==> src/hw/rtl/fsrq_pkg.sv <==
// Package for the FCFS/SJF request queue: queue depth, field widths, codes and
// the transaction and cell command structs. No dependencies.
package fsrq_pkg;

   localparam int QUEUE_DEPTH = 16;
   localparam int TAG_BITS    = 16;
   localparam int SIZE_BITS   = 40;
   localparam int OCC_BITS    = $clog2(QUEUE_DEPTH + 1);

   localparam logic KIND_ENQUEUE = 1'b0;
   localparam logic KIND_DEQUEUE = 1'b1;

   localparam logic POLICY_FCFS = 1'b0;
   localparam logic POLICY_SJF  = 1'b1;

   localparam logic [1:0] ST_ENQUEUED = 2'd0;
   localparam logic [1:0] ST_DROPPED  = 2'd1;
   localparam logic [1:0] ST_SERVED   = 2'd2;
   localparam logic [1:0] ST_EMPTY    = 2'd3;

   typedef struct packed {
      logic                 kind;
      logic [TAG_BITS-1:0]  request_tag;
      logic [SIZE_BITS-1:0] job_size;
   } req_type;

   typedef struct packed {
      logic [1:0]           status;
      logic [TAG_BITS-1:0]  served_tag;
      logic [SIZE_BITS-1:0] served_size;
      logic [OCC_BITS-1:0]  occupancy;
   } rsp_type;

   typedef struct packed {
      logic [TAG_BITS-1:0]  tag;
      logic [SIZE_BITS-1:0] size;
   } entry_type;

   // Broadcast to every cell of the chain
   typedef struct packed {
      logic      insert;
      logic      remove;
      logic      sjf;
      entry_type new_entry;
   } cell_cmd_type;

endpackage

==> src/hw/rtl/fsrq_cell.sv <==
// One queue slot: holds an entry and shifts it towards the tail on insert
// or towards the head on remove. Depends on fsrq_pkg.
module fsrq_cell (
   input  logic                 clock,
   input  fsrq_pkg::cell_cmd_type cmd,
   input  logic                 occupied,
   input  logic                 at_tail,
   input  logic                 found_in,
   input  fsrq_pkg::entry_type  left_entry,
   input  fsrq_pkg::entry_type  right_entry,
   output fsrq_pkg::entry_type  entry,
   output logic                 found_out
);

   fsrq_pkg::entry_type entry_ff;
   fsrq_pkg::entry_type entry_in;
   logic                hit;

   // First slot that is either the tail or, under SJF, holds a size not below the new one
   assign hit = at_tail ||
                (cmd.sjf && occupied && (cmd.new_entry.size <= entry_ff.size));
   assign found_out = found_in || hit;

   always_comb begin
      entry_in = entry_ff;
      if (cmd.insert) begin
         if (found_in) begin
            entry_in = left_entry;
         end else if (hit) begin
            entry_in = cmd.new_entry;
         end
      end else if (cmd.remove) begin
         entry_in = right_entry;
      end
   end

   always_ff @(posedge clock) begin
      entry_ff <= entry_in;
   end

   assign entry = entry_ff;

endmodule

==> src/hw/rtl/fsrq_chain.sv <==
// Row of fsrq_cell slots, head at slot 0, with the insert-position ripple
// between neighbours. Depends on fsrq_pkg and fsrq_cell.
module fsrq_chain #(
   parameter int DEPTH    = 16,
   parameter int CNT_BITS = 5
) (
   input  logic                   clock,
   input  fsrq_pkg::cell_cmd_type cmd,
   input  logic [CNT_BITS-1:0]    count,
   output fsrq_pkg::entry_type    head
);

   fsrq_pkg::entry_type entries [DEPTH];
   logic [DEPTH:0]      found;

   assign found[0] = 1'b0;

   for (genvar i = 0; i < DEPTH; i++) begin : g_cell
      fsrq_pkg::entry_type left_entry;
      fsrq_pkg::entry_type right_entry;

      if (i == 0) begin : g_first
         assign left_entry = cmd.new_entry;
      end else begin : g_mid_l
         assign left_entry = entries[i-1];
      end

      if (i == DEPTH-1) begin : g_last
         assign right_entry = entries[i];
      end else begin : g_mid_r
         assign right_entry = entries[i+1];
      end

      fsrq_cell u_cell (
         .clock       (clock),
         .cmd         (cmd),
         .occupied    (CNT_BITS'(i) < count),
         .at_tail     (CNT_BITS'(i) == count),
         .found_in    (found[i]),
         .left_entry  (left_entry),
         .right_entry (right_entry),
         .entry       (entries[i]),
         .found_out   (found[i+1])
      );
   end

   assign head = entries[0];

endmodule

==> src/hw/rtl/fcfs_sjf_request_queue_unit.sv <==
// Top level of the FCFS/SJF request queue: handshakes, policy register,
// fill count and result register. Depends on fsrq_pkg and fsrq_chain.
//
//   channel | direction | handshake        | payload
//   req     | in        | req_valid/stall  | fsrq_pkg::req_type
//   rsp     | out       | rsp_valid/stall  | fsrq_pkg::rsp_type
//   csr     | in        | csr_valid/ready  | policy bit
//
// One transaction per cycle while req is not stalled; its result is registered
// in the cycle after acceptance. All slots compare the new size in parallel and
// the insert position ripples through the cells combinationally.
// Reset empties the queue and selects FCFS. req is stalled only while a
// result is held under rsp_stall; csr writes are always taken.
module fcfs_sjf_request_queue_unit (
   input  logic              clock,
   input  logic              reset,
   input  logic              req_valid,
   output logic              req_stall,
   input  fsrq_pkg::req_type req_data,
   output logic              rsp_valid,
   input  logic              rsp_stall,
   output fsrq_pkg::rsp_type rsp_data,
   input  logic              csr_valid,
   output logic              csr_ready,
   input  logic              csr_data
);

   localparam int CNT_BITS = fsrq_pkg::OCC_BITS;

   logic                   policy_ff, policy_in;
   logic [CNT_BITS-1:0]    count_ff, count_in;
   logic                   rsp_valid_ff, rsp_valid_in;
   fsrq_pkg::rsp_type      rsp_data_ff, rsp_data_in;
   logic                   accept;
   logic                   full, empty;
   fsrq_pkg::cell_cmd_type cmd;
   fsrq_pkg::entry_type    head;

   assign req_stall = rsp_valid_ff && rsp_stall;
   assign accept    = req_valid && !req_stall;
   assign csr_ready = 1'b1;

   assign full  = (count_ff == CNT_BITS'(fsrq_pkg::QUEUE_DEPTH));
   assign empty = (count_ff == '0);

   assign cmd.insert = accept && (req_data.kind == fsrq_pkg::KIND_ENQUEUE) && !full;
   assign cmd.remove = accept && (req_data.kind == fsrq_pkg::KIND_DEQUEUE) && !empty;
   assign cmd.sjf    = (policy_ff == fsrq_pkg::POLICY_SJF);
   assign cmd.new_entry.tag  = req_data.request_tag;
   assign cmd.new_entry.size = req_data.job_size;

   fsrq_chain #(
      .DEPTH    (fsrq_pkg::QUEUE_DEPTH),
      .CNT_BITS (CNT_BITS)
   ) u_chain (
      .clock (clock),
      .cmd   (cmd),
      .count (count_ff),
      .head  (head)
   );

   always_comb begin
      policy_in = policy_ff;
      if (csr_valid && csr_ready) begin
         policy_in = csr_data;
      end
   end

   always_comb begin
      count_in = count_ff;
      if (cmd.insert) begin
         count_in = count_ff + CNT_BITS'(1);
      end else if (cmd.remove) begin
         count_in = count_ff - CNT_BITS'(1);
      end
   end

   always_comb begin
      rsp_data_in             = rsp_data_ff;
      rsp_valid_in            = rsp_valid_ff && rsp_stall;
      if (accept) begin
         rsp_valid_in            = 1'b1;
         rsp_data_in.served_tag  = '0;
         rsp_data_in.served_size = '0;
         rsp_data_in.occupancy   = fsrq_pkg::OCC_BITS'(count_in);
         unique case (req_data.kind)
            fsrq_pkg::KIND_ENQUEUE: begin
               rsp_data_in.status = full ? fsrq_pkg::ST_DROPPED : fsrq_pkg::ST_ENQUEUED;
            end
            fsrq_pkg::KIND_DEQUEUE: begin
               if (empty) begin
                  rsp_data_in.status = fsrq_pkg::ST_EMPTY;
               end else begin
                  rsp_data_in.status      = fsrq_pkg::ST_SERVED;
                  rsp_data_in.served_tag  = head.tag;
                  rsp_data_in.served_size = head.size;
               end
            end
            default: begin
               rsp_data_in.status = fsrq_pkg::ST_EMPTY;
            end
         endcase
      end
   end

   always_ff @(posedge clock) begin
      if (reset) begin
         policy_ff    <= fsrq_pkg::POLICY_FCFS;
         count_ff     <= '0;
         rsp_valid_ff <= 1'b0;
      end else begin
         policy_ff    <= policy_in;
         count_ff     <= count_in;
         rsp_valid_ff <= rsp_valid_in;
      end
   end

   // Payload holds without reset
   always_ff @(posedge clock) begin
      rsp_data_ff <= rsp_data_in;
   end

   assign rsp_valid = rsp_valid_ff;
   assign rsp_data  = rsp_data_ff;

endmodule
==> config.mk <==
export PLATFORM = sky130hd
export DESIGN_NAME = fcfs_sjf_request_queue_unit
export DESIGN_NICKNAME = d
export VERILOG_FILES = /design/src/hw/rtl/fsrq_pkg.sv /design/src/hw/rtl/fsrq_cell.sv /design/src/hw/rtl/fsrq_chain.sv /design/src/hw/rtl/fcfs_sjf_request_queue_unit.sv
export SDC_FILE = /design/constraint.sdc
export NUM_CORES = 2
export LEC_CHECK = 0
export ABC_CLOCK_PERIOD_IN_PS = 6900
export BUFFER_PORTS_ARGS = -buffer_cell sky130_fd_sc_hd__buf_2
export CAP_MARGIN = 30
export CORE_MARGIN = 4
export CORE_UTILIZATION = 50
export CTS_CLUSTER_SIZE = 28
export DETAILED_ROUTE_END_ITERATION = 8
export PLACE_DENSITY = 0.68
export SYNTH_ARGS = -nofsm -noshare
export SYNTH_HDL_FRONTEND = slang
export SYNTH_SLANG_ARGS = --single-unit
==> constraint.sdc <==
create_clock -name clock -period 6.9 [get_ports clock]
set_clock_uncertainty 0.15 [all_clocks]
set_input_delay 0.345 -clock clock [delete_from_list [all_inputs] [get_ports clock]]
set_output_delay 0.345 -clock clock [all_outputs]
set_load 0.01 [all_outputs]
# After elaboration in Yosys (flattened, before gate mapping)
# Cells that the tools add are included.
# totals
regBits	966
# classes
n_mux	67
order_cmp	32
n_bitwise	1
eq_ne	31
reduce_logical	91
addsub	2
# op_table
op	n
two-way mux 56 bit	61
less-or-equal comparator 40 bit	16
!= test 3 x 1 -> 1 bit, second input constant	14
== test 4 x 5 -> 1 bit, first input constant	8
< comparator 4 x 5 -> 1 bit, first input constant	8
logical AND 1 bit	38
AND reduction 2 bit	16
logical OR 1 bit	30
== test 3 x 5 -> 1 bit, first input constant	4
< comparator 3 x 5 -> 1 bit, first input constant	4
== test 2 x 5 -> 1 bit, first input constant	2
< comparator 1 x 5 -> 1 bit, first input constant	2
< comparator 2 x 5 -> 1 bit, first input constant	2
two-way mux 5 bit	2
adder 5 x 1 -> 5 bit, second input constant	1
== test 1 x 5 -> 1 bit, first input constant	1
== test 5 bit, second input constant	1
zero test 5 bit	1
subtractor 5 x 1 -> 5 bit, second input constant	1
one-hot mux 2 bit (2 select lines)	1
nonzero test 2 bit	2
zero test 1 bit	3
two-way mux 1 bit	3
!= test 2 x 1 -> 1 bit, second input constant	1
other kinds (2)	2

# Longest topological paths before layout
# depth
word_depth	20
mapped_depth	16
mapped_depth_nobuf	11

# Cells and area by module
# From an unflattened synthesis, not the netlist that was laid out.
# hier_totals
cells_unflattened	6530
hier_area_um2	65437.8
# by_module_without_submodules
module	area_each_um2	cells_each	seq_area_each_um2	instances
fsrq_cell	3891.2	392	1681.6	16
fcfs_sjf_request_queue_unit	2920.3	206	2031.9	1
fsrq_chain	257.7	52	0.0	1

# Least setup slack after synthesis
# No wires, ideal clock.
# synth_timing
path_type	register to register
startpoint	register rsp_valid_ff (netlist: rsp_valid)
endpoint	register u_chain.g_cell[11].u_cell.entry_ff, in the netlist u_chain.g_cell[11].u_cell.entry[0] (enable)
arrival_ps	6689
period_less_slack_ps	7342
required_ps	6247
setup_ps	503
path_stages_with_launch	9
path_slack_ps	-442
cell_sequence	dfxtp_1 > and2_1 > nor2b_1 > clkbuf_1 > clkbuf_1 > clkbuf_1 > o21ai_1 > clkbuf_1 > a31oi_1
# synth_between
elab_chain_cells	7
elab_cells_between_ends	10
cone_classes	eq/ne: 1; reduce/logical: 9
# synth_rtl
element	line	text
from (decl)	fcfs_sjf_request_queue_unit.sv:32	logic rsp_valid_ff, rsp_valid_in;
from (signal assigned)	fcfs_sjf_request_queue_unit.sv:114	rsp_valid_ff <= rsp_valid_in;
logical AND 1 bit *	fcfs_sjf_request_queue_unit.sv:39	assign req_stall = rsp_valid_ff && rsp_stall;
named net req_stall	fcfs_sjf_request_queue_unit.sv:18	output logic req_stall,
zero test 1 bit *	fcfs_sjf_request_queue_unit.sv:40	assign accept = req_valid && !req_stall;
logical AND 1 bit *	fcfs_sjf_request_queue_unit.sv:40	
named net accept	fcfs_sjf_request_queue_unit.sv:34	logic accept;
logical AND 1 bit (on tied branches) (2 in series)	fcfs_sjf_request_queue_unit.sv:46, fcfs_sjf_request_queue_unit.sv:47	
!= test 3 x 1 -> 1 bit (no line) / nonzero test 2 bit (equally long branches)	--	
AND reduction 2 bit (no line) *	--	
to (signal assigned)	fsrq_cell.sv:38	entry_ff <= entry_in;
to (decl)	fsrq_cell.sv:15	fsrq_pkg::entry_type entry_ff;
# The timed path passes the listed nets; every way through them passes the cells marked *.
# A chain may end at the register's enable or synchronous reset.

==> metrics.md <==
| Metric | Value |
|---|---|
| Final non-filler cell total | `between 8000 and 9000` |
| Critical path launch point | `req_data[36]` |
| Synth Cell Area | `0.0653 mm^2` |
| Max-Cap Viols | `0` |
| ANT nets after route | `0` |
| Critical Path RT | `between 7 and 8 ns` |
| Largest net degree at the start of global routing | `roughly 220` |
| Slew HR | `around 23%` |
| Leakage power | `between 30 and 40 nW` |
| Critical Path Start Type | `primary input` |
| Worst-Margin Slew | `~1.2 ns` |
| Post-synth EDFFs | `roughly 960` |
| Max-slew violations | `0` |
| Hpwl dp | `roughly 160000 um` |
| Clock tree buffer depth | `3` |
| Syn. warnings | `0` |
| Worst reg2reg endpoint | `u_chain.g_cell[10].u_cell.entry[3]` |
| Synth top area cells | `edfxtp_1 44%, ha_1 12%, nand2_1 4.1%` |
| CTS clk-pin slew, worst paths | `about 0.070 ns` |
| CTS H-tree depth | `3` |
| Final WL | `240000 um` |
| DRC errors left | `0` |
| Net count after synthesis | `about 7300` |
| Synth cell types | `between 70 and 80` |
| Crit path max-delay cell type | `nor4_1` |
| Yosys top cell area share | `between 40% and 50%` |
| Status | `complete, no violations` |
| TritonCTS clock tree | `done` |
| Initial antenna violation count | `7` |
| FFs w/ async S/R, synth | `0%` |
| Critical Path Sink | `u_chain.g_cell[10].u_cell.entry[26]` |
| RSZ-0062 raised after global routing | `false` |
| Row cnt | `around 130` |
| Min Tclk post-route | `approximately 6 ns` |
| Vias/cell | `~6.7` |
| Number of detailed-route iterations in the first pass | `8` |
| Placed Instances | `a little over 8000` |
| Gate Count Post-Synth | `around 6600` |
| Syn Area/Cell | `9.87 um^2` |
| Resize count post-CTS | `0` |
| TNS Setup | `0 ns` |
| CP cell instances | `dlygate4sd3_1 > buf_2 > buf_4 > ha_1 > nand4_1 > nor4_1 > buf_4 > nand3_1 > a21oi_1 > o41ai_1 > nor4_1 > and4_4 > buf_4 > buf_4 > a211oi_1 > a221o_1` |
| Die width | `roughly 370 um` |
| R2R Setup Slk | `0.89 ns` |
| Die area | `~0.14 mm^2` |
| RR Startpoint | `count_ff[2]` |
| Die Ht | `369 um` |
| Post-CTS setup buffer count | `0` |
| Core area | `between 0.1 and 0.15 mm^2` |
| I/O Buffers | `127` |
| Final worst-path cycle share | `88.3%` |
| Achievable Freq | `approximately 160 MHz` |
| Synth area leader | `edfxtp_1` |
| Most frequent CP cell | `buf_4` |
| Root Driver | `clkbuf_16` |
| Area grow syn2layout | `10.0%` |
| Pwr Density | `381 mW/mm^2` |
| DR iter-0 viols | `around 8500` |
| Max Fanout on Critical Path | `38` |
| GPL Wtd Cong | `slightly above 1` |
| Vias in the first global route | `53300` |
| Starting Density | `between 50% and 60%` |
| # nets final | `7215` |
| Final setup violation count | `0` |
| Flops & latches, synth | `a little under 1000` |
| Min-Delay Path Class | `primary input to flop` |
| Num CTS Buffers | `between 100 and 150` |
| Grt ovf | `0` |
| WS Path Type | `primary input to flop` |
| Final hold vios | `0` |
| Worst VDD drop | `around 770 uV` |
| Slowest stage delay, CP | `about 0.84 ns` |
| CP Capture Type | `flop` |
| GRT Total Usage | `between 30% and 40%` |
| Reg2reg path depth | `12` |
| First-pass GRT wire length | `351000 um` |
| Ratio of cells with drive above 1 in the final layout | `around 8.6%` |
| Arr. time, crit path | `6.42 ns` |
| Vias | `roughly 56000` |
| Seq/Total Area, Yosys | `between 40 and 50%` |
| Clock Sink Count | `approximately 970` |
| # IOs | `roughly 130` |
| Clock latency on the worst-skew pair | `roughly 0.75 ns` |
| Dominant synthesized flop cell | `edfxtp_1` |
| WL/cell | `roughly 29 um` |
cell families after synthesis:
family                     count (synthesis)  share of synthesized area (%)
xor gates and xnor gates                   4                         0.0537
adders and majority gates                645                           12.4
muxes                                    297                           4.77
other                                      1                        0.00574
DFF                                      966                           44.3
and+or+nand+nor                         1776                           12.9
buffers and inverters                   1202                           7.67
AOI/OAI and AO/OA                       1724                           17.9
report_power, final:
part           switching (mW)  leakage (nW)  total [mW]  internal [mW]
logic                    8.28          19.7        12.1           3.83
clock network            2.61          1.79        6.12           3.51
registers               0.814          9.07        9.15           8.34
Yosys cell counts (9+ instances only):
library cell / n
a211oi_1: 153
a21boi_0: 11
a21o_1: 111
a21oi_1: 263
a221o_1: 196
a221oi_1: 10
a31oi_1: 200
and2_1: 9
and3_1: 177
and4_1: 14
buf_1: 12
buf_2: 76
buf_4: 96
clkbuf_1: 368
edfxtp_1: 959
ha_1: 645
inv_1: 645
mux2_1: 10
mux2_2: 27
mux2_4: 19
mux2i_1: 241
nand2_1: 719
nand3_1: 228
nand4_1: 248
nor2_1: 266
nor2b_1: 28
nor3_1: 30
nor4_1: 28
o211ai_1: 269
o21a_1: 23
o21ai_0: 360
o31ai_1: 62
worst max-delay path, delay by kind of cell:
family / cells / cell delay (ns)
simple gates: 5 / 2.49
buf+inv: 6 / 2.08
compound gates: 4 / 1.15
fa+ha+maj: 1 / 0.28
sequential cells by signal, indices dropped and copies added (netlist names):
| register | flops |
|---|---|
| rsp_data | 63 |
| count_ff | 5 |
| rsp_valid | 1 |
| u_chain.g_cell.u_cell.entry | 896 |
| policy_ff | 1 |
per-stage QoR:
stage	hold WS [ns]	cell area (um^2)	utilization (%)	setup WS (ns)	power [mW]
global route	0.0422	71800	55.4	0.685	28.4
CTS	0.000633	71700	55.3	0.620	27.0
floorplan	0.267	65300	-	-0.442	16.7
global placement	0.375	67600	52.1	0.353	20.6
finish	0.0518	71800	55.4	0.811	27.4
detailed placement	0.384	67700	52.2	0.328	20.9
timing repair:
action                                 in CTS  in global routing
hold buffers                               35                  0
endpoints found under the hold margin     146                  0
setup endpoints to repair                   0                  0
routing by layer:
layer | wire, um | global-route usage [%]
met5 | 0 | 0
met4 | 16800 | 20.7
met3 | 26300 | 7.33
met2 | 100000 | 49.2
met1 | 96600 | 46.7
area by class of cell:
| cell class | count | area (um^2) |
|---|---|---|
| multi-input cells | 4447 | 31800 |
| repair buffers | 337 | 2840 |
| clock inverters | 71 | 712 |
| fillers | 11400 | 57800 |
| diodes | 6 | 15.0 |
| clock buffers | 134 | 2920 |
| inverters | 645 | 2420 |
| well taps | 1742 | 2180 |
| flip-flops and latches | 966 | 28900 |
how the worst min path moves through the flow:
stage / startpoint / end / slack, ns / cells past startpoint
4_1_cts: req_data[22] / u_chain.g_cell[7].u_cell.entry[22] / 0.0006 / 3
3_3_place_gp: u_chain.g_cell[12].u_cell.entry[47] / u_chain.g_cell[11].u_cell.entry[47] / 0.37 / 2
3_5_place_dp: u_chain.g_cell[15].u_cell.entry[55] / u_chain.g_cell[14].u_cell.entry[55] / 0.38 / 2
6_report: req_data[38] / u_chain.g_cell[13].u_cell.entry[38] / 0.05 / 3
2_1_floorplan: reset / count_ff[0] / 0.27 / 1
5_1_grt: req_data[22] / u_chain.g_cell[7].u_cell.entry[22] / 0.04 / 3
cell usage in the layout, fill, tap and decap left out, drive strengths merged, types with 250 or more instances in the layout:
master	instances
edfxtp	959
nand2	719
inv	648
ha	645
o21ai	362
buf	301
o211ai	269
nor2	266
a21oi	263
nand4	250
Power figures use the tool's default switching activity.
